### src/rtl/power_buffer_current_limiter_assert.svh
// ----------------------------------------------------------------------------
// Assertion macros for the power buffer current limiter
// Implication checks clocked on clk and held off during reset.
// ----------------------------------------------------------------------------
`ifndef POWER_BUFFER_CURRENT_LIMITER_ASSERT_SVH
`define POWER_BUFFER_CURRENT_LIMITER_ASSERT_SVH

// Same-cycle implication.
`define PBCL_ASSERT_IMP(lbl, ante, cons, msg) \
	lbl: assert property (@(posedge clk) disable iff (!arst_n) (ante) |-> (cons)) \
		else $error(msg);

// Next-cycle implication.
`define PBCL_ASSERT_NXT(lbl, ante, cons, msg) \
	lbl: assert property (@(posedge clk) disable iff (!arst_n) (ante) |=> (cons)) \
		else $error(msg);

`endif

### src/rtl/pbcl_pkg.sv
// ----------------------------------------------------------------------------
// pbcl_pkg
// Types, constants and helpers shared by the current limiter modules.
// ----------------------------------------------------------------------------
`default_nettype none

package pbcl_pkg;

	localparam int NCMD       = 4;
	localparam int MIDX_W     = 2;
	localparam int CMD_W      = 16;
	localparam int PWR_W      = 32;
	localparam int LVL_W      = 40;
	localparam int LIM_W      = 17;
	localparam int SUM_W      = 18;
	localparam int PROD_W     = 33;
	localparam int QSTEPS     = 16;
	localparam int STEP_W     = 4;
	localparam int E_W        = 48;
	localparam int CFG_IDX_W  = 3;
	localparam int CFG_DATA_W = 40;

	localparam int            DEF_MOTORS        = 4;
	localparam int            DEF_SAMPLE_PERIOD = 1;
	localparam logic [E_W-1:0] DEF_MAX_ENERGY   = 48'd60000000000;

	localparam logic [LIM_W-1:0] LIMIT_RESET = 17'd65536;

	typedef enum logic [CFG_IDX_W-1:0] {
		REG_MAX_POWER   = 3'd0,
		REG_HIGH_LEVEL  = 3'd1,
		REG_MID_LEVEL   = 3'd2,
		REG_LOW_LEVEL   = 3'd3,
		REG_LIMIT_HIGH  = 3'd4,
		REG_LIMIT_MID   = 3'd5,
		REG_LIMIT_LOW   = 3'd6,
		REG_LIMIT_EMPTY = 3'd7
	} reg_idx_t;

	localparam logic [1:0] ST_PADDING = 2'd0;
	localparam logic [1:0] ST_PASS    = 2'd1;
	localparam logic [1:0] ST_FULL    = 2'd2;

	localparam logic [1:0] LV_HIGH  = 2'd0;
	localparam logic [1:0] LV_MID   = 2'd1;
	localparam logic [1:0] LV_LOW   = 2'd2;
	localparam logic [1:0] LV_EMPTY = 2'd3;

	typedef struct packed {
		logic                    kind;
		logic [15:0]             meas_current;
		logic [15:0]             meas_voltage;
		logic [LVL_W-1:0]        referee_buffer;
		logic signed [CMD_W-1:0] cmd0;
		logic signed [CMD_W-1:0] cmd1;
		logic signed [CMD_W-1:0] cmd2;
		logic signed [CMD_W-1:0] cmd3;
	} in_t;

	typedef struct packed {
		logic [1:0]              pool_status;
		logic [1:0]              pool_level;
		logic signed [CMD_W-1:0] out0;
		logic signed [CMD_W-1:0] out1;
		logic signed [CMD_W-1:0] out2;
		logic signed [CMD_W-1:0] out3;
	} out_t;

	typedef enum logic [8:0] {
		S_IDLE    = 9'b000000001,
		S_M_MUL   = 9'b000000010,
		S_M_SCALE = 9'b000000100,
		S_M_UPD   = 9'b000001000,
		S_C_SUM   = 9'b000010000,
		S_C_MUL   = 9'b000100000,
		S_C_DIV   = 9'b001000000,
		S_C_STORE = 9'b010000000,
		S_DONE    = 9'b100000000
	} state_t;

	typedef struct packed {
		logic              load_in;
		logic              m_mul;
		logic              m_scale;
		logic              m_upd;
		logic              c_sum;
		logic              c_mul;
		logic              c_div;
		logic              c_store;
		logic              out_load;
		logic [MIDX_W-1:0] midx;
	} ctrl_cmd_t;

	typedef struct packed {
		logic kind;
		logic scale;
	} dp_stat_t;

	function automatic logic [1:0] level_of(input logic signed [E_W-1:0] e,
		input logic [LVL_W-1:0] hi, input logic [LVL_W-1:0] mid,
		input logic [LVL_W-1:0] lo);
		logic [E_W-2:0] mag;
		logic [1:0]     lv;
		mag = e[E_W-2:0];
		if (e[E_W-1])
			lv = LV_EMPTY;
		else if (mag >= (E_W-1)'(hi))
			lv = LV_HIGH;
		else if (mag >= (E_W-1)'(mid))
			lv = LV_MID;
		else if (mag >= (E_W-1)'(lo))
			lv = LV_LOW;
		else
			lv = LV_EMPTY;
		return lv;
	endfunction

endpackage

`default_nettype wire

### src/rtl/pbcl_ctrl.sv
// ----------------------------------------------------------------------------
// pbcl_ctrl
// Sequencer: steps the datapath through a measurement or a command item.
// ----------------------------------------------------------------------------
`default_nettype none

module pbcl_ctrl import pbcl_pkg::*; #(
	parameter int MOTORS = DEF_MOTORS
) (
	input  wire logic      clk,
	input  wire logic      arst_n,
	input  wire logic      in_valid,
	output logic           in_ready,
	output logic           out_valid,
	input  wire logic      out_ready,
	output ctrl_cmd_t      cmd,
	input  wire dp_stat_t  stat
);

	localparam int NUSED = (MOTORS < NCMD) ? MOTORS : NCMD;
	localparam logic [MIDX_W-1:0] LAST_IDX = MIDX_W'(NUSED - 1);

	state_t              state_q, state_d;
	logic [MIDX_W-1:0]   midx_q;
	logic [STEP_W-1:0]   step_q;
	logic                out_valid_q;
	logic                out_free;

	assign out_free  = !out_valid_q || out_ready;
	assign in_ready  = (state_q == S_IDLE);
	assign out_valid = out_valid_q;

	always_comb begin
		state_d = state_q;
		case (state_q)
			// kind of the item waiting at the input picks the first work state
			S_IDLE: begin
				if (in_valid)
					state_d = stat.kind ? S_C_SUM : S_M_MUL;
			end
			S_M_MUL:   state_d = S_M_SCALE;
			S_M_SCALE: state_d = S_M_UPD;
			S_M_UPD:   state_d = S_DONE;
			S_C_SUM:   state_d = S_C_MUL;
			S_C_MUL:   state_d = stat.scale ? S_C_DIV : S_C_STORE;
			S_C_DIV: begin
				if (step_q == STEP_W'(QSTEPS - 1))
					state_d = S_C_STORE;
			end
			S_C_STORE: state_d = (midx_q == LAST_IDX) ? S_DONE : S_C_MUL;
			S_DONE: begin
				if (out_free)
					state_d = S_IDLE;
			end
			default:   state_d = S_IDLE;
		endcase
	end

	always_comb begin
		cmd          = '0;
		cmd.load_in  = (state_q == S_IDLE) && in_valid;
		cmd.m_mul    = (state_q == S_M_MUL);
		cmd.m_scale  = (state_q == S_M_SCALE);
		cmd.m_upd    = (state_q == S_M_UPD);
		cmd.c_sum    = (state_q == S_C_SUM);
		cmd.c_mul    = (state_q == S_C_MUL);
		cmd.c_div    = (state_q == S_C_DIV);
		cmd.c_store  = (state_q == S_C_STORE);
		cmd.out_load = (state_q == S_DONE) && out_free;
		cmd.midx     = midx_q;
	end

	always_ff @(posedge clk or negedge arst_n) begin
		if (!arst_n) begin
			state_q     <= S_IDLE;
			midx_q      <= '0;
			step_q      <= '0;
			out_valid_q <= 1'b0;
		end else begin
			state_q <= state_d;
			if (state_q == S_C_SUM)
				midx_q <= '0;
			else if (state_q == S_C_STORE)
				midx_q <= midx_q + 1'b1;
			if (state_q == S_C_MUL)
				step_q <= '0;
			else if (state_q == S_C_DIV)
				step_q <= step_q + 1'b1;
			if (cmd.out_load)
				out_valid_q <= 1'b1;
			else if (out_ready)
				out_valid_q <= 1'b0;
		end
	end

endmodule

`default_nettype wire

### src/rtl/pbcl_dp.sv
// ----------------------------------------------------------------------------
// pbcl_dp
// Datapath: config registers, energy integrator, command scaler, result reg.
// ----------------------------------------------------------------------------
`default_nettype none

module pbcl_dp import pbcl_pkg::*; #(
	parameter int             MOTORS        = DEF_MOTORS,
	parameter int             SAMPLE_PERIOD = DEF_SAMPLE_PERIOD,
	parameter logic [E_W-1:0] MAX_ENERGY    = DEF_MAX_ENERGY
) (
	input  wire logic                  clk,
	input  wire logic                  arst_n,
	input  wire logic                  cfg_we,
	input  wire logic [CFG_IDX_W-1:0]  cfg_idx,
	input  wire logic [CFG_DATA_W-1:0] cfg_data,
	input  wire in_t                   in_data,
	output out_t                       out_data,
	input  wire ctrl_cmd_t             cmd,
	output dp_stat_t                   stat
);

	localparam int NUSED = (MOTORS < NCMD) ? MOTORS : NCMD;
	localparam int SP_W  = $clog2(SAMPLE_PERIOD + 1);
	localparam int SC_W  = PWR_W + 2 + SP_W;
	localparam int ACC_W = E_W + 2;
	localparam logic signed [ACC_W-1:0] E_MAX_X = ACC_W'({1'b0, {(E_W-1){1'b1}}});
	localparam logic signed [ACC_W-1:0] E_MIN_X = -E_MAX_X - 1;

	// configuration registers
	logic [PWR_W-1:0] max_power_q;
	logic [LVL_W-1:0] high_level_q, mid_level_q, low_level_q;
	logic [LIM_W-1:0] limit_high_q, limit_mid_q, limit_low_q, limit_empty_q;

	always_ff @(posedge clk or negedge arst_n) begin
		if (!arst_n) begin
			max_power_q   <= '0;
			high_level_q  <= '0;
			mid_level_q   <= '0;
			low_level_q   <= '0;
			limit_high_q  <= LIMIT_RESET;
			limit_mid_q   <= LIMIT_RESET;
			limit_low_q   <= LIMIT_RESET;
			limit_empty_q <= LIMIT_RESET;
		end else if (cfg_we) begin
			case (reg_idx_t'(cfg_idx))
				REG_MAX_POWER:   max_power_q   <= cfg_data[PWR_W-1:0];
				REG_HIGH_LEVEL:  high_level_q  <= cfg_data[LVL_W-1:0];
				REG_MID_LEVEL:   mid_level_q   <= cfg_data[LVL_W-1:0];
				REG_LOW_LEVEL:   low_level_q   <= cfg_data[LVL_W-1:0];
				REG_LIMIT_HIGH:  limit_high_q  <= cfg_data[LIM_W-1:0];
				REG_LIMIT_MID:   limit_mid_q   <= cfg_data[LIM_W-1:0];
				REG_LIMIT_LOW:   limit_low_q   <= cfg_data[LIM_W-1:0];
				REG_LIMIT_EMPTY: limit_empty_q <= cfg_data[LIM_W-1:0];
				default: ;
			endcase
		end
	end

	// item and working registers
	in_t                     in_q;
	logic [PWR_W-1:0]        power_q;
	logic                    pad_q;
	logic signed [SC_W-1:0]  scaled_q;
	logic signed [E_W-1:0]   energy_q;
	logic [1:0]              status_q, level_q;
	logic [LIM_W-1:0]        limit_q;
	logic [SUM_W-1:0]        sum_q;
	logic                    scale_q;
	logic [SUM_W-1:0]        rem_q;
	logic [QSTEPS-1:0]       quo_q;
	logic signed [CMD_W-1:0] res_q [NCMD];
	out_t                    out_q;

	logic signed [CMD_W-1:0] cmd_a [NCMD];
	logic [CMD_W-1:0]        mag_a [NCMD];
	logic [SUM_W-1:0]        sum_c;
	logic [1:0]              lvl_c;
	logic [LIM_W-1:0]        lim_c;
	logic signed [PWR_W:0]   margin;
	logic signed [SC_W-1:0]  margin_x;
	logic signed [ACC_W-1:0] acc, sat;
	logic signed [E_W-1:0]   e_cap, e_fin;
	logic                    full;
	logic [PROD_W-1:0]       prod;
	logic [SUM_W:0]          trial;
	logic                    ge;

	assign cmd_a[0] = in_q.cmd0;
	assign cmd_a[1] = in_q.cmd1;
	assign cmd_a[2] = in_q.cmd2;
	assign cmd_a[3] = in_q.cmd3;

	always_comb begin
		sum_c = '0;
		for (int i = 0; i < NCMD; i++) begin
			mag_a[i] = cmd_a[i][CMD_W-1] ? CMD_W'(-cmd_a[i]) : CMD_W'(cmd_a[i]);
			if (i < NUSED)
				sum_c = sum_c + SUM_W'(mag_a[i]);
		end
		lvl_c = level_of(energy_q, high_level_q, mid_level_q, low_level_q);
		case (lvl_c)
			LV_HIGH: lim_c = limit_high_q;
			LV_MID:  lim_c = limit_mid_q;
			LV_LOW:  lim_c = limit_low_q;
			default: lim_c = limit_empty_q;
		endcase
	end

	// energy update
	always_comb begin
		margin   = $signed({1'b0, max_power_q}) - $signed({1'b0, power_q});
		margin_x = SC_W'(margin);
		acc      = ACC_W'(energy_q) + ACC_W'(scaled_q);
		if (acc > E_MAX_X)
			sat = E_MAX_X;
		else if (acc < E_MIN_X)
			sat = E_MIN_X;
		else
			sat = acc;
		full  = (sat >= $signed(ACC_W'(MAX_ENERGY)));
		e_cap = full ? $signed(MAX_ENERGY) : E_W'(sat);
		if (e_cap > $signed(E_W'(in_q.referee_buffer)))
			e_fin = $signed(E_W'(in_q.referee_buffer));
		else
			e_fin = e_cap;
	end

	// divider step: quotient fits QSTEPS bits since limit < sum
	always_comb begin
		prod  = PROD_W'(limit_q) * PROD_W'(mag_a[cmd.midx]);
		trial = {rem_q, quo_q[QSTEPS-1]};
		ge    = (trial >= {1'b0, sum_q});
	end

	always_ff @(posedge clk) begin
		if (cmd.load_in) begin
			in_q     <= in_data;
			status_q <= ST_PADDING;
			for (int i = 0; i < NCMD; i++)
				res_q[i] <= '0;
		end
		if (cmd.m_mul)
			power_q <= PWR_W'(in_q.meas_current) * PWR_W'(in_q.meas_voltage);
		if (cmd.m_scale) begin
			scaled_q <= margin_x * SC_W'(SAMPLE_PERIOD);
			pad_q    <= (power_q <= max_power_q);
		end
		if (cmd.m_upd) begin
			status_q <= full ? ST_FULL : (pad_q ? ST_PADDING : ST_PASS);
			level_q  <= level_of(e_fin, high_level_q, mid_level_q, low_level_q);
		end
		if (cmd.c_sum) begin
			sum_q   <= sum_c;
			level_q <= lvl_c;
			limit_q <= lim_c;
			scale_q <= (sum_c != '0) && (sum_c > SUM_W'(lim_c));
		end
		if (cmd.c_mul) begin
			rem_q <= SUM_W'(prod[PROD_W-1:QSTEPS]);
			quo_q <= prod[QSTEPS-1:0];
		end
		if (cmd.c_div) begin
			rem_q <= ge ? SUM_W'(trial - {1'b0, sum_q}) : trial[SUM_W-1:0];
			quo_q <= {quo_q[QSTEPS-2:0], ge};
		end
		if (cmd.c_store) begin
			if (!scale_q)
				res_q[cmd.midx] <= cmd_a[cmd.midx];
			else if (cmd_a[cmd.midx][CMD_W-1])
				res_q[cmd.midx] <= $signed(CMD_W'(-quo_q));
			else
				res_q[cmd.midx] <= $signed(quo_q);
		end
		if (cmd.out_load) begin
			out_q.pool_status <= status_q;
			out_q.pool_level  <= level_q;
			out_q.out0        <= res_q[0];
			out_q.out1        <= res_q[1];
			out_q.out2        <= res_q[2];
			out_q.out3        <= res_q[3];
		end
	end

	// stored energy is control state: it must read zero after reset
	always_ff @(posedge clk or negedge arst_n) begin
		if (!arst_n)
			energy_q <= '0;
		else if (cmd.m_upd)
			energy_q <= e_fin;
	end

	assign stat.kind  = in_data.kind;
	assign stat.scale = scale_q;
	assign out_data   = out_q;

endmodule

`default_nettype wire

### src/rtl/power_buffer_current_limiter.sv
// ----------------------------------------------------------------------------
// power_buffer_current_limiter
// Integrates the power margin into a stored energy and scales motor commands
// against a limit chosen by the energy level.
// ----------------------------------------------------------------------------
//
//  channel | signals                          | item
//  --------+----------------------------------+------------------------------
//  in      | in_valid, in_ready, in_data      | measurement or command set
//  out     | out_valid, out_ready, out_data   | status, level, limited cmds
//  cfg     | cfg_we, cfg_idx, cfg_data        | one register write, no wait
//
//  A measurement item runs from accept to result through multiply, scale,
//  update, then load of the output register.
//  A command item runs a sum step, then per motor a product, 16 restoring
//  divider steps (one quotient bit per cycle) and a store, then the load;
//  with no scaling the divider steps are skipped.
//  One item is in work at a time; the next is accepted once the current one
//  has moved into the output register, even while that result waits.
//  A stalled output holds the sequencer in its last state.
//  Reset clears the stored energy and the sequencer and resets the configuration.
//
`default_nettype none

module power_buffer_current_limiter import pbcl_pkg::*; #(
	parameter int             MOTORS        = DEF_MOTORS,
	parameter int             SAMPLE_PERIOD = DEF_SAMPLE_PERIOD,
	parameter logic [E_W-1:0] MAX_ENERGY    = DEF_MAX_ENERGY
) (
	input  wire logic                  clk,
	input  wire logic                  arst_n,
	input  wire logic                  in_valid,
	output logic                       in_ready,
	input  wire in_t                   in_data,
	output logic                       out_valid,
	input  wire logic                  out_ready,
	output out_t                       out_data,
	input  wire logic                  cfg_we,
	input  wire logic [CFG_IDX_W-1:0]  cfg_idx,
	input  wire logic [CFG_DATA_W-1:0] cfg_data
);

	ctrl_cmd_t cmd;
	dp_stat_t  stat;

	// sequence the item
	pbcl_ctrl #(
		.MOTORS(MOTORS)
	) u_ctrl (
		.clk       (clk),
		.arst_n    (arst_n),
		.in_valid  (in_valid),
		.in_ready  (in_ready),
		.out_valid (out_valid),
		.out_ready (out_ready),
		.cmd       (cmd),
		.stat      (stat)
	);

	// hold config, energy and results
	pbcl_dp #(
		.MOTORS        (MOTORS),
		.SAMPLE_PERIOD (SAMPLE_PERIOD),
		.MAX_ENERGY    (MAX_ENERGY)
	) u_dp (
		.clk      (clk),
		.arst_n   (arst_n),
		.cfg_we   (cfg_we),
		.cfg_idx  (cfg_idx),
		.cfg_data (cfg_data),
		.in_data  (in_data),
		.out_data (out_data),
		.cmd      (cmd),
		.stat     (stat)
	);

`include "power_buffer_current_limiter_assert.svh"

	// an accepted item blocks the input until its result is loaded
	`PBCL_ASSERT_NXT(a_busy_after_accept, in_valid && in_ready, !in_ready, "input not held busy")
	// status never takes the unused code
	`PBCL_ASSERT_IMP(a_status_code, out_valid, out_data.pool_status != 2'd3, "bad pool status")
	// a nonzero status marks a measurement result, whose commands are zero
	`PBCL_ASSERT_IMP(a_meas_zero, out_valid && (out_data.pool_status != ST_PADDING), (out_data.out0 == '0) && (out_data.out1 == '0) && (out_data.out2 == '0) && (out_data.out3 == '0), "measurement result carries commands")

endmodule

`default_nettype wire
### config.mk
export PLATFORM = sky130hd
export DESIGN_NAME = power_buffer_current_limiter
export DESIGN_NICKNAME = d
export VERILOG_FILES = /design/src/rtl/pbcl_pkg.sv /design/src/rtl/pbcl_ctrl.sv /design/src/rtl/pbcl_dp.sv /design/src/rtl/power_buffer_current_limiter.sv
export VERILOG_INCLUDE_DIRS = /design/src /design/src/rtl
export SDC_FILE = /design/constraint.sdc
export NUM_CORES = 2
export LEC_CHECK = 0
export BUFFER_PORTS_ARGS = -buffer_cell sky130_fd_sc_hd__buf_2
export CAP_MARGIN = 10
export CORE_MARGIN = 2
export CORE_UTILIZATION = 64
export DETAILED_ROUTE_END_ITERATION = 8
export PLACE_DENSITY_LB_ADDON = 0.25
export REMOVE_ABC_BUFFERS = 1
export SETUP_SLACK_MARGIN = 0.3
export SYNTH_ARGS = -nofsm -noshare
export SYNTH_HDL_FRONTEND = slang
export SYNTH_SLANG_ARGS = --single-unit
export TNS_END_PERCENT = 50
### constraint.sdc
create_clock -name clk -period 10.6 [get_ports clk]
set_input_delay 0 -clock clk [delete_from_list [all_inputs] [get_ports clk]]
set_output_delay 0 -clock clk [all_outputs]
set_load 0.02 [all_outputs]
## Word level (Yosys, flattened, before mapping)

Memories as Yosys holds them, arrays and structs flattened. A register that Yosys moved wholly into a read port is not among the register bits.
Cells that the tools add are included.

| cells by class | value |
|---|---|
| add/sub/neg operators | 13 |
| $mul | 2 |
| magnitude comparators | 14 |
| eq/ne operators | 23 |
| multiplexer cells | 65 |
| bitwise logic cells | 3 |
| reductions and logical operators | 23 |

Operator list:

| cell | number |
|---|---|
| $ge 47x40->1 | 6 |
| $mux 16 | 13 |
| $mux 50 | 2 |
| $mux 48 | 2 |
| $pmux 9 s9 | 1 |
| $neg 16->16 | 5 |
| $bmux 16 s2 | 2 |
| $mux 18 | 3 |
| $pmux 17 s3 | 1 |
| $ge 50x37->1 const B | 1 |
| $gt 50x48->1 const B | 1 |
| $lt 50x48->1 const B | 1 |
| $add 48x33->49 | 1 |
| $gt 48x41->1 | 1 |
| $add 18x16->18 | 2 |
| $mux 9 | 4 |
| $mul 17x16->33 | 1 |
| $sub 32x32->33 | 1 |
| $le 32x32->1 | 1 |
| $mul 16x16->32 | 1 |
| $mux 2 | 14 |
| $ge 19x18->1 | 1 |
| $mux 1 | 19 |
| $gt 18x17->1 | 1 |
| other kinds (37) | 58 |

| word-level totals | value |
|---|---|
| flip-flop bits (word level) | 564 |
| bits in writable memories | 64 |
| input bits | 185 |
| output and inout port bits | 70 |
| logic and storage cells | 176 |
| memories | 1 |

Memory list:

| memory | depth | width | rd ports | clocked after Yosys merged registers in | write ports | line | text |
|---|---|---|---|---|---|---|---|
| u_dp.res_q | 4 | 16 | 4 | 4 | 4 | pbcl_dp.sv:72 | `logic signed [CMD_W-1:0] res_q [NCMD];` |

## Longest topological paths before layout

| depth | value |
|---|---|
| depth after elaboration | 15 |
| depth in mapped cells | 46 |
| mapped depth without buffers | 40 |

## By module

Synthesis repeated with hierarchy kept, for this count alone.

| second synthesis, totals | value |
|---|---|
| cells, all modules | 5813 |
| area total of the unflattened synthesis | 58894.0 um^2 |

By module, submodules not included:

| module | times used | cells an instance | area an instance (um^2) | seq. area each (um^2) |
|---|---|---|---|---|
| pbcl_dp | 1 | 5723 | 57909.3 | 18963.2 |
| pbcl_ctrl | 1 | 90 | 984.7 | 401.6 |

## Least setup slack after synthesis

OpenSTA, ideal clock, no wires.

| timing | value |
|---|---|
| path type | register to register |
| from | reg u_dp.energy_q[5] |
| to | reg u_dp.level_q[0] (data pin) |
| setup time | 262 ps |
| data arrival time | 8590 ps |
| required time | 10338 ps |
| path slack | 1749 ps |
| stages on the path, launching flop included | 42 |
| buffers on the path | 4 |
| clock period less this slack | 8851 ps |
| cells stage by stage | dfrtp_1 > ha_1 > and2_4 > or4_4 > o21ai_2 > a21oi_1 > o211a_1 > o211a_1 > o311a_1 > or3_4 > a221oi_4 > nand4b_4 > o31ai_4 > buf_4 > buf_4 > nand2_1 > ha_1 > a21o_1 > [6 not listed] > o21ai_1 > nor2_1 > clkbuf_1 > clkbuf_1 > o31ai_1 > ha_1 > nor2b_1 > o21a_1 > o21a_1 > o21a_1 > o21a_1 > o211ai_1 > a31oi_1 > o311ai_0 > a31oi_1 > a31oi_1 > a21boi_0 > o21ai_0 |

| between the ends | value |
|---|---|
| cells in the longest elaborated chain, start to end | 15 |
| elaborated cells between the ends (all ways) | 25 |
| classes of those cells | add/sub: 1; order compare: 10; mux: 14 |

RTL lines:

| what | line | text |
|---|---|---|
| from (decl) | pbcl_dp.sv:65 | `logic signed [E_W-1:0] energy_q;` |
| from (signal assigned) | pbcl_dp.sv:190 | `energy_q <= e_fin;` |
| $add 48x33->49 * | pbcl_dp.sv:114 | `acc = ACC_W'(energy_q) + ACC_W'(scaled_q);` |
| $lt 50x48->1 | pbcl_dp.sv:117 | `else if (acc < E_MIN_X)` |
| $mux 50 | pbcl_dp.sv:117 |  |
| $mux 50 * | pbcl_dp.sv:115 | `if (acc > E_MAX_X)` |
| $ge 50x37->1 | pbcl_dp.sv:121 | `full = (sat >= $signed(ACC_W'(MAX_ENERGY)));` |
| $mux 48 * | pbcl_dp.sv:122 | `e_cap = full ? $signed(MAX_ENERGY) : E_W'(sat);` |
| $gt 48x41->1 | pbcl_dp.sv:123 | `if (e_cap > $signed(E_W'(in_q.referee_buffer)))` |
| $mux 48 * | pbcl_dp.sv:123 |  |
| net u_dp.e_fin[1] | pbcl_dp.sv:83 | `logic signed [E_W-1:0] e_cap, e_fin;` |
| $ge 47x40->1 | pbcl_pkg.sv:111 | `else if (mag >= (E_W-1)'(lo))` |
| $mux 1 | pbcl_pkg.sv:111 |  |
| $mux 2 | pbcl_pkg.sv:109 | `else if (mag >= (E_W-1)'(mid))` |
| $mux 2 * | pbcl_pkg.sv:107 | `else if (mag >= (E_W-1)'(hi))` |
| $mux 2 * | pbcl_pkg.sv:105 | `if (e[E_W-1])` |
| $mux 2 * | pbcl_dp.sv:149 | `if (cmd.m_upd) begin` |
| $mux 2 * | pbcl_dp.sv:153 | `if (cmd.c_sum) begin` |
| to (signal assigned) | pbcl_dp.sv:151 | `level_q <= level_of(e_fin, high_level_q, mid_level_q, low_level_q);` |
| to (signal assigned) | pbcl_dp.sv:155 | `level_q <= lvl_c;` |
| to (decl) | pbcl_dp.sv:66 | `logic [1:0] status_q, level_q;` |

Mark *: on every way through the listed nets, which the timed path passes. The rest lies on a longest branch. The select of a mux whose other input is x is not followed.
A chain may end at the register's enable or synchronous reset.

## Final worst setup path

Same ends and word-level chain as after synthesis.

==> impl_metrics.sql <==
INSERT INTO impl_metrics (metric_group, metric, value, unit) VALUES
('run_status', 'outcome', 'finished, final reports clean', ''),
('setup_path', 'timing.critical_path.max_delay_family', 'compound AO/OA/AOI/OAI gates', ''),
('die', 'floorplan.rows', '112', ''),
('layout', 'cell_area_after_layout', '67100', 'um^2'),
('die', 'starting_density_of_the_core', '0.643', ''),
('placed_design', 'dp_hpwl', '140', 'mm'),
('setup_path', 'timing.critical_path.to_type', 'flop', ''),
('sta', 'timing.slew.headroom', '0.219', ''),
('logic_synthesis', 'synth_largest_area_cell', 'sky130_fd_sc_hd__edfxtp_1', ''),
('detailed_routing', 'route.met3.wl', '14.2', 'mm'),
('cts', 'tritoncts', 'done', ''),
('global_routing', 'first_global_vias', '47900', ''),
('layout', 'post_route_cells_drive_above_1_share', '0.113', ''),
('job', 'maxCapViolations', '0', ''),
('layout', 'layout-area-overhead-vs-synth', '12.3', '%'),
('die', 'fp.dieArea', '95800', 'um^2'),
('placed_design', 'placed_cell_area', '62600', 'um^2'),
('logic_synthesis', 'synth_largest_type_area_fraction', '0.205', ''),
('sta', 'max_clock_freq', '101', 'MHz'),
('logic_synthesis', 'post_synth_inst_count', '5960', ''),
('cts', 'depth_of_the_cts_h_tree', '3', ''),
('logic_synthesis', 'post_synth_instance_area', '59800', 'um^2'),
('setup_path', 'criticalPathCategory', 'reg -> reg', ''),
('placed_design', 'port-buffer-count', '254', ''),
('setup_path', 'crit_required', '11.11', 'ns'),
('detailed_routing', 'drt_pre_antenna_iters', '8', ''),
('sta', 'setup_violations', '0', ''),
('logic_synthesis', 'synth_enable_flop_cells', '408', ''),
('logic_synthesis', 'leading_cell_type_by_number_of_instances_after_synthesis', 'sky130_fd_sc_hd__inv_1', ''),
('logic_synthesis', 'top_cell_types_by_occurrence_after_synthesis', 'sky130_fd_sc_hd__inv_1, sky130_fd_sc_hd__nand2_1, sky130_fd_sc_hd__ha_1, sky130_fd_sc_hd__fa_1, sky130_fd_sc_hd__edfxtp_1', ''),
('setup_path', 'cp_max_fo', '33', ''),
('sta', 'timing_hold_violations_final', '0', ''),
('logic_synthesis', 'count_of_different_cell_masters_after_synthesis', '91', ''),
('logic_synthesis', 'ys_top_cells_by_area', 'sky130_fd_sc_hd__edfxtp_1, sky130_fd_sc_hd__fa_1, sky130_fd_sc_hd__ha_1', ''),
('global_routing', 'global_route.usage.total', '0.388', ''),
('setup_path', 'path_common_cell', 'sky130_fd_sc_hd__o21a_1', ''),
('die', 'core_area', '92900', 'um^2'),
('die', 'die_h', '310', 'um'),
('detailed_routing', 'wl_met2', '88.7', 'mm'),
('detailed_routing', 'dr_total_vias', '47900', ''),
('cts', 'cts.path.max_buffers', '3', ''),
('cts', 'cts.root.buffer_cell', 'sky130_fd_sc_hd__clkbuf_16', ''),
('global_routing', 'grt-ovfl-total', '0', ''),
('global_routing', 'first_pass_grt_wire_length', '281', 'mm'),
('setup_path', 'worstPathArrival', '10.40', 'ns'),
('global_routing', 'grt_antenna_before_repair', '13', ''),
('detailed_routing', 'drt.antenna.violating_nets', '0', ''),
('sta', 'final_max_slew_violation_count', '0', ''),
('detailed_routing', 'route.detailed.vias_per_inst', '6.23', ''),
('cts', 'clock_sinks', '692', ''),
('logic_synthesis', 'synthArstFlopShare', '0.410', ''),
('layout', 'layout.nets', '7619', ''),
('detailed_routing', 'wire_per_inst', '24.0', 'um'),
('sta', 'worst_slew_pin_slew', '1.16', 'ns'),
('sta', 'rsz0062_at_grt', 'true', ''),
('setup_path', 'critical_path.max_stage_delay', '0.49', 'ns'),
('sta', 'skew', '0.0375', 'ns'),
('cts', 'clk_pin_slew_worst_paths', '0.07', 'ns'),
('logic_synthesis', 'synth.avg_cell_area', '10.0', 'um^2'),
('cts', 'clock_network_latency_to_the_later_pin_of_the_worst_skew_pair', '0.68', 'ns'),
('cts', 'cts_made_buffers', '76', ''),
('min_path', 'holdCritPathClass', 'in -> reg', ''),
('global_routing', 'maximum_number_of_pins_on_one_net_before_global_route_repair', '81', ''),
('logic_synthesis', 'yosys_warnings', '0', ''),
('logic_synthesis', 'synth_seq_area_share', '0.324', ''),
('setup_path', 'critPathBufInv', '4', ''),
('sta', 'fin_tns_setup', '0', 'ns'),
('detailed_routing', 'met1Wirelength', '72.6', 'mm'),
('sta', 'timing.final.crit_share', '0.933', ''),
('sta', 'final.min_clock_period', '9.89', 'ns'),
('detailed_routing', 'wl', '185', 'mm');
==> path summary, 6_finish.rpt <==
kind                                   from              endpoint  slack (ns)  cells after the start
min                             in_data[95]         u_dp.in_q[95]        0.03                      2
min in group asynchronous            arst_n     u_dp.energy_q[47]        0.36                      3
max reg2reg                u_dp.energy_q[5]       u_dp.level_q[0]        0.71                     39
min reg2reg                u_dp.res_q[2][9]          out_data[25]        0.41                      0
max in group asynchronous            arst_n  u_dp.limit_high_q[6]        8.92                      4
max                        u_dp.energy_q[5]       u_dp.level_q[0]        0.71                     39
==> through the flow <==
| stage | worst slack [ns] | instances | util |
|---|---|---|---|
| 2_1_floorplan | 0.00541 | 5760 | - |
| 3_3_place_gp | 0.247 | 7358 | 0.674 |
| 3_5_place_dp | 0.163 | 7358 | 0.674 |
| 4_1_cts | 0.125 | 7683 | 0.721 |
| 5_1_grt | 0.211 | 7687 | 0.722 |
| 6_report | 0.707 | 7693 | 0.722 |
==> metal layers <==
layer	GRT usage	up-vias
met5	0	-
met3	0.0545	507
met4	0.173	12
li1	-	21400
met2	0.642	2151
met1	0.509	23800
==> placed cells by master (no fill, tap or decap), types with 29 or more instances in the layout <==
cell | netlist | routed
sky130_fd_sc_hd__inv_1 | 742 | 741
sky130_fd_sc_hd__nand2_1 | 664 | 664
sky130_fd_sc_hd__ha_1 | 643 | 643
sky130_fd_sc_hd__fa_1 | 423 | 423
sky130_fd_sc_hd__edfxtp_1 | 408 | 408
sky130_fd_sc_hd__nor2_1 | 291 | 289
sky130_fd_sc_hd__o21ai_0 | 283 | 282
sky130_fd_sc_hd__dfrtp_1 | 279 | 277
sky130_fd_sc_hd__a21oi_1 | 257 | 256
sky130_fd_sc_hd__buf_2 | 10 | 253
sky130_fd_sc_hd__dlygate4sd3_1 | 0 | 183
sky130_fd_sc_hd__and2_1 | 176 | 177
sky130_fd_sc_hd__mux2_2 | 166 | 166
sky130_fd_sc_hd__a21o_1 | 163 | 163
sky130_fd_sc_hd__xnor2_1 | 150 | 150
sky130_fd_sc_hd__buf_4 | 2 | 90
sky130_fd_sc_hd__nor2b_1 | 87 | 86
sky130_fd_sc_hd__clkbuf_16 | 0 | 78
sky130_fd_sc_hd__nand3_1 | 71 | 71
sky130_fd_sc_hd__nand4_1 | 71 | 71
sky130_fd_sc_hd__mux2i_1 | 65 | 65
sky130_fd_sc_hd__nor3_1 | 65 | 63
sky130_fd_sc_hd__xor2_1 | 63 | 63
sky130_fd_sc_hd__o21a_1 | 55 | 55
sky130_fd_sc_hd__o211ai_1 | 54 | 54
sky130_fd_sc_hd__nand2b_1 | 54 | 53
sky130_fd_sc_hd__o31ai_1 | 43 | 42
sky130_fd_sc_hd__a31oi_1 | 40 | 39
sky130_fd_sc_hd__o21bai_1 | 30 | 30
sky130_fd_sc_hd__o22ai_1 | 30 | 30
sky130_fd_sc_hd__a211oi_1 | 32 | 29
==> cell families after synthesis <==
kind of cell / after synthesis / share of synthesized area
multiplexers: 257 / 0.0520
XOR/XNOR: 213 / 0.0312
AO/OA/AOI/OAI: 1150 / 0.125
adder cells (fa/ha/maj): 1076 / 0.278
flip-flops: 692 / 0.324
buffers and inverters: 942 / 0.0596
AND/OR/NAND/NOR: 1630 / 0.130
==> area by class of cell <==
| class | count | area [um^2] | area share |
|---|---|---|---|
| Multi-Input combinational cell | 4326 | 36900 | 0.551 |
| Sequential cell | 692 | 19400 | 0.289 |
| Timing Repair Buffer | 530 | 3850 | 0.0573 |
| Inverter | 742 | 2790 | 0.0416 |
| Clock buffer | 96 | 2070 | 0.0308 |
| Tap cell | 1254 | 1570 | 0.0234 |
| Clock inverter | 45 | 498 | 0.00742 |
| Antenna cell | 8 | 20.0 | 0.000298 |
==> state kept, by name, indices dropped and copies added (netlist names), 18 cells and up <==
name and count:
u_dp.mid_level_q 40, u_dp.low_level_q 40, u_dp.power_q 32, u_dp.energy_q 48, u_dp.scaled_q 33, u_dp.sum_q 18
u_dp.in_q 72, out_data 64, u_dp.rem_q 18, u_dp.cmd_a 64, u_dp.high_level_q 40, u_dp.max_power_q 32
u_dp.res_q 64
==> timing repair <==
action | CTS | global route
endpoints found under the setup margin | 2 | 2
buffers inserted | 0 | 2
endpoints found under the hold margin | 450 | 0
gates cloned | 0 | 0
hold buffers | 184 | 0
pin swaps | 0 | 1
resized for setup | 1 | 11
Power is left out: the tool's default activity adds up to more than one toggle a clock period on the data nets, which glitch-free logic cannot reach.
